--- src/wmms_pkg.sv ---
// Shared types and constants for the windowed min/max stability unit.
// No dependencies; imported by wmms_ring and the top level.
`timescale 1ns / 1ps

package wmms_pkg;

    localparam int DATA_W = 15;
    localparam int TIME_W = 32;

    localparam int SHORT_LEN_DEF = 120;
    localparam int LONG_LEN_DEF  = 300;

    localparam logic signed [DATA_W-1:0] BAND_LOW_RST  = 15'sd4100;
    localparam logic signed [DATA_W-1:0] BAND_HIGH_RST = 15'sd4500;

    // configuration register indexes
    localparam int CFG_IDX_W = 1;
    localparam logic [CFG_IDX_W-1:0] CFG_BAND_LOW  = 1'b0;
    localparam logic [CFG_IDX_W-1:0] CFG_BAND_HIGH = 1'b1;

    localparam int IN_TDATA_W  = 48;
    localparam int OUT_TDATA_W = 96;

    typedef logic signed [DATA_W-1:0] t_sample;

    // per-cycle commands from the sequencer to each ring
    typedef struct packed {
        logic mod_step;  // advance the slot remainder pipeline
        logic clr_wr;    // write zero at sweep index
        logic item_wr;   // write sample at computed slot
        logic rd;        // read at sweep index
        logic first;     // this read opens a new scan
    } t_ring_ctl;

endpackage

--- src/wmms_ring.sv ---
// One sample ring: storage, pipelined slot remainder and min/max scan tracker.
// Depends on wmms_pkg.
`timescale 1ns / 1ps

module wmms_ring #(
    parameter int LEN   = wmms_pkg::SHORT_LEN_DEF,
    parameter int IDX_W = 7
) (
    input  logic                        i_clk,
    input  logic                        i_rst_n,
    input  wmms_pkg::t_ring_ctl         i_ctl,
    input  logic [wmms_pkg::TIME_W-1:0] i_now,
    input  logic [IDX_W-1:0]            i_idx,
    input  wmms_pkg::t_sample           i_wdata,
    output wmms_pkg::t_sample           o_min,
    output wmms_pkg::t_sample           o_max
);
    import wmms_pkg::*;

    localparam int AW = $clog2(LEN);
    localparam int RW = AW + 1;
    localparam logic [RW-1:0] LEN_R = RW'(LEN);
    localparam logic [TIME_W-1:0] LEN_T = TIME_W'(LEN);
    // floor(2^32 / LEN); the estimated quotient is at most one short
    localparam logic [TIME_W-1:0] RECIP = TIME_W'(64'h1_0000_0000 / 64'(LEN));

    t_sample r_mem [LEN];
    t_sample r_rdata;
    t_sample r_min;
    t_sample r_max;
    logic    r_rd_vld;
    logic    r_rd_first;
    logic [TIME_W-1:0]   r_quo;
    logic [RW-1:0]       r_part;
    logic [AW-1:0]       r_rem;
    logic [2*TIME_W-1:0] w_prod;
    logic [TIME_W-1:0]   w_back;
    logic                w_in_range;
    logic [AW-1:0]       w_idx_addr;

    assign w_in_range = (32'(i_idx) < 32'(LEN));
    assign w_idx_addr = AW'(i_idx);

    // slot = now mod LEN: reciprocal multiply, back-multiply and subtract
    // (leaves 0..2*LEN-1), then one conditional subtract; i_now is held
    assign w_prod = {{TIME_W{1'b0}}, i_now} * {{TIME_W{1'b0}}, RECIP};
    assign w_back = r_quo * LEN_T;

    always_ff @(posedge i_clk) begin
        if (i_ctl.mod_step) begin
            r_quo  <= w_prod[2*TIME_W-1:TIME_W];
            r_part <= RW'(i_now - w_back);
            r_rem  <= (r_part >= LEN_R) ? AW'(r_part - LEN_R) : AW'(r_part);
        end
    end

    always_ff @(posedge i_clk) begin
        if (i_ctl.clr_wr && w_in_range) begin
            r_mem[w_idx_addr] <= '0;
        end else if (i_ctl.item_wr) begin
            r_mem[r_rem] <= i_wdata;
        end
        if (i_ctl.rd && w_in_range) begin
            r_rdata <= r_mem[w_idx_addr];
        end
    end

    always_ff @(posedge i_clk) begin
        if (!i_rst_n) begin
            r_rd_vld   <= 1'b0;
            r_rd_first <= 1'b0;
        end else begin
            r_rd_vld   <= i_ctl.rd && w_in_range;
            r_rd_first <= i_ctl.first;
        end
    end

    always_ff @(posedge i_clk) begin
        if (r_rd_vld) begin
            if (r_rd_first) begin
                r_min <= r_rdata;
                r_max <= r_rdata;
            end else begin
                if (r_rdata < r_min) r_min <= r_rdata;
                if (r_rdata > r_max) r_max <= r_rdata;
            end
        end
    end

    assign o_min = r_min;
    assign o_max = r_max;

endmodule

--- config.mk ---
export PLATFORM = sky130hd
export DESIGN_NAME = wmms_ring
export DESIGN_NICKNAME = d
export VERILOG_FILES = /design/src/wmms_pkg.sv /design/src/wmms_ring.sv
export SDC_FILE = /design/constraint.sdc
export NUM_CORES = 2
export LEC_CHECK = 0
export BUFFER_PORTS_ARGS = -buffer_cell sky130_fd_sc_hd__buf_2
export CORE_AREA = 2 2 362 364
export DETAILED_ROUTE_END_ITERATION = 6
export DIE_AREA = 0 0 364 366
export PLACE_DENSITY = 0.76
export SLEW_MARGIN = 30
export SYNTH_ARGS = -nofsm -noshare
export SYNTH_HDL_FRONTEND = slang
export SYNTH_SLANG_ARGS = --single-unit
--- constraint.sdc ---
create_clock -name i_clk -period 11.55 [get_ports i_clk]
set_input_delay 0.5775 -clock i_clk [delete_from_list [all_inputs] [get_ports i_clk]]
set_output_delay 0.5775 -clock i_clk [all_outputs]
set_load 0.02 [all_outputs]
==> flow_summary_export.csv <==
group,metric,value,unit
synth,synth_edf_count,1865,
global_route,antenna_found_initial,4,
sta,relSlewSlack,0.261,
min_path,hold_path_class,"primary input to register",
worst_setup_path,cp-start-kind,"primary input",
global_route,grt_max_degree,136,
worst_setup_path,setup.worst_path.end_class,"register",
floorplan,pin_count,91,
worst_setup_path,worstReg2RegEnd,"r_mem[91][2]",
sta,setup_slack,6.27,ns
sta,fmax,189,MHz
global_route,overflow,0,
route,routed-via-count,39100,
layout,final_nets,4299,
placement,gp_congestion,0.900,
sta,worst_slew_pin_slew,1.11,ns
floorplan,start_util,0.598,
job,max-cap-violations,0,
synth,netlist-cell-type-count,63,
synth,async_reset_ff_frac,0,
placement,dpl.hpwl,107000,um
global_route,grt.met2_usage,0.446,
worst_setup_path,timing.critical_path.mode_cell,"fa_1",
min_path,min-delay-start,"i_rst_n",
sta,fin_crit_sh,0.457,
worst_setup_path,worstPathCellList,"dlygate4sd3_1 > buf_2 > ha_1 > fa_1 > inv_1 > fa_1 > fa_1 > fa_1 > fa_1 > inv_1 > ha_1 > nand4_1 > nor3_1 > nor3_1 > a21o_1 > and3_1 > a311o_1 > xnor2_1",
layout,drive_above_1_share,0.248,
clocking,clockBufferDepth,3,
clocking,cts_tree,"yes",
clocking,cts_root_buf,"clkbuf_16",
floorplan,die_w,364,um
clocking,cts_htree_levels,4,
route,drt_iter0_drc,5714,
worst_setup_path,startpoint,"i_now[2]",
route,postRouteAntennaNets,0,
worst_setup_path,r2r_start,"r_rem[1]",
synth,synth_ff_type,"edfxtp_1",
route,avgRoutedWirePerCell,32.0,um
worst_setup_path,r2r_cells,5,
layout,n_fill_cell,8031,
synth,syn-num-nets,4048,
worst_setup_path,slowest_delay,0.60,ns
global_route,grtUsageMet3,0.0642,
clocking,cts.sinks,1867,
clocking,clk_latency,0.81,ns
layout,final_cells,5881,
worst_setup_path,r2r_slack,8.35,ns
outcome,outcome,"completed",
global_route,grt_util_all_layers,0.287,
sta,finalCriticalPeriod,5.28,ns
power,cellPowerDensity,177,nW/um^2
power,cellLeakagePower,30.1,nW
floorplan,die_area,133000,um^2
floorplan,coreArea,129000,um^2
synth,postSynthAreaPerCell,20.6,um^2
worst_setup_path,path_max_fanout,4,
floorplan,die_h,366,um
sta,hold_viol,0,
placement,dpl_worst_slack,5.94,ns
sta,rsz0062_at_grt,"no",
route,drt-total-wl,188000,um
placement,place_area,80300,um^2
global_route,grt_pass1_wl,273000,um
clocking,path_clk_slew,0.06,ns
sta,skew,0.0310,ns
sta,slew_violations,0,
global_route,grt_busiest_layer,"met2",
worst_setup_path,cp_slowest_cell,"fa_1",
clocking,cts_buffers,175,
floorplan,placementRows,132,
synth,syn-cell-area,77100,um^2
worst_setup_path,arrival,5.82,ns
global_route,use_met1,0.408,
route,drcViolationCount,0,
layout,fin_util,0.665,
layout,syn_to_final_growth,11.1,%
synth,synth-seq-cells,1867,
layout,final_cell_area,85700,um^2
synth,synth_cells,3745,
worst_setup_path,crit_end,"r_quo[4]",
worst_setup_path,required,12.09,ns
sta,final-setup-viol-count,0,
worst_setup_path,worstSetupPathType,"primary input to register",
synth,yosys_warnings,0,
route,drt-vias-per-instance,6.65,
synth,yosysSeqAreaShare,0.727,
sta,fin_tns_setup,0,ns
route,drt-pass1-iter-count,6,
placement,placedCellCount,5557,
placement,portBuffers,90,
global_route,grt_pass1_vias,39400,
power,vdd_drop_max,0.164,mV
[through the flow]
stage	hold slack (ns)	power, mW
2_1_floorplan	0.400	9.22
3_3_place_gp	0.404	9.76
3_5_place_dp	0.424	9.82
4_1_cts	0.00406	15.2
5_1_grt	0.0227	15.7
6_report	0.0609	15.2
[worst max-delay path: cells and delay by family]
family / cells / cell delay, ns
AOI/OAI and AO/OA: 2 / 0.55
xor gates and xnor gates: 1 / 0.12
adders and majority gates: 7 / 3.07
buffers and inverters: 4 / 0.80
and+or+nand+nor: 4 / 0.69
[flip-flops by register name (all words and copies together), names as in the netlist]
| name | flops |
|---|---|
| o_max | 15 |
| o_min | 15 |
| r_mem | 1800 |
| r_part | 8 |
| r_quo | 5 |
| r_rd_first | 1 |
| r_rd_vld | 1 |
| r_rdata | 15 |
| r_rem | 7 |
[area by class of cell]
cell class	instances	area, um^2	share of cell area
Multi-Input combinational cell	1515	19700	0.229
Timing Repair Buffer	239	1680	0.0196
Clock buffer	214	4550	0.0530
Sequential cell	1867	56000	0.654
Tap cell	1742	2180	0.0254
Inverter	198	748	0.00873
Clock inverter	102	848	0.00990
Antenna cell	4	10.0	0.000117
[Yosys cell counts (8+ instances only)]
cell type	count	area share
a21oi_1	55	0.0036
ha_1	157	0.025
fa_1	85	0.022
buf_4	23	0.0022
a31oi_1	11	0.00089
buf_1	20	0.00097
mux4_2	477	0.14
xnor2_1	22	0.0025
o21ai_0	59	0.0038
o22ai_1	30	0.0024
o21bai_1	15	0.0015
nor2b_1	8	0.00065
a21o_1	16	0.0016
nand3_1	26	0.0017
edfxtp_1	1865	0.73
buf_2	51	0.0033
mux2_2	44	0.0064
and3_1	19	0.0015
a22oi_1	39	0.0038
nor2_1	150	0.0073
a211oi_1	10	0.00097
nand2_1	66	0.0032
nor3_1	29	0.0019
inv_1	194	0.0094
mux2i_1	93	0.012
nand4_1	15	0.0012
clkbuf_1	65	0.0032
[layer usage]
layer / vias up / part of all wire
li1: 15800 / -
met1: 20300 / 0.38
met2: 2627 / 0.48
met3: 418 / 0.11
met4: 6 / 0.037
met5: - / 0.00017
[cell families (layout without fill, tap and decap cells)]
family / count (synthesis) / in the layout / share of synthesized area
and+or+nand+nor: 340 / 340 / 0.0199
DFF: 1867 / 1867 / 0.727
AOI/OAI and AO/OA: 292 / 292 / 0.0247
xor gates and xnor gates: 27 / 27 / 0.00307
muxes: 614 / 614 / 0.158
buffers and inverters: 363 / 753 / 0.0202
adders and majority gates: 242 / 242 / 0.0475
other: 0 / 4 / 0
[power breakdown]
group | internal, mW | total (mW) | switching [mW]
combinational | 0.866 | 2.06 | 1.20
clock | 3.05 | 5.49 | 2.44
sequential | 7.57 | 7.64 | 0.0703
[worst min-delay path by stage]
stage	end	slack [ns]	depth (start not counted)
final	r_rd_first	0.06	2
after global routing	r_rd_first	0.02	2
after CTS	r_rd_first	0.004	2
after detailed placement	r_rem[2]	0.42	0
after global placement	r_rem[0]	0.40	0
after floorplan	r_rem[0]	0.40	0
[placed cells by master (no fill, tap or decap), drive strengths merged, types with 66 or more instances in the layout]
cell type and count:
buf 235, clkbuf 214, clkinv 76, edfxtp 1865, fa 85, ha 157, inv 209, mux2i 93
mux4 477, nand2 66, nor2 150
[what timing repair did]
action | CTS | global route
setup buffers | 0 | 0
hold endpoints to repair | 4 | 0
hold buffers | 4 | 0
resized for setup | 0 | 0
(Power assumes the default switching activity.)
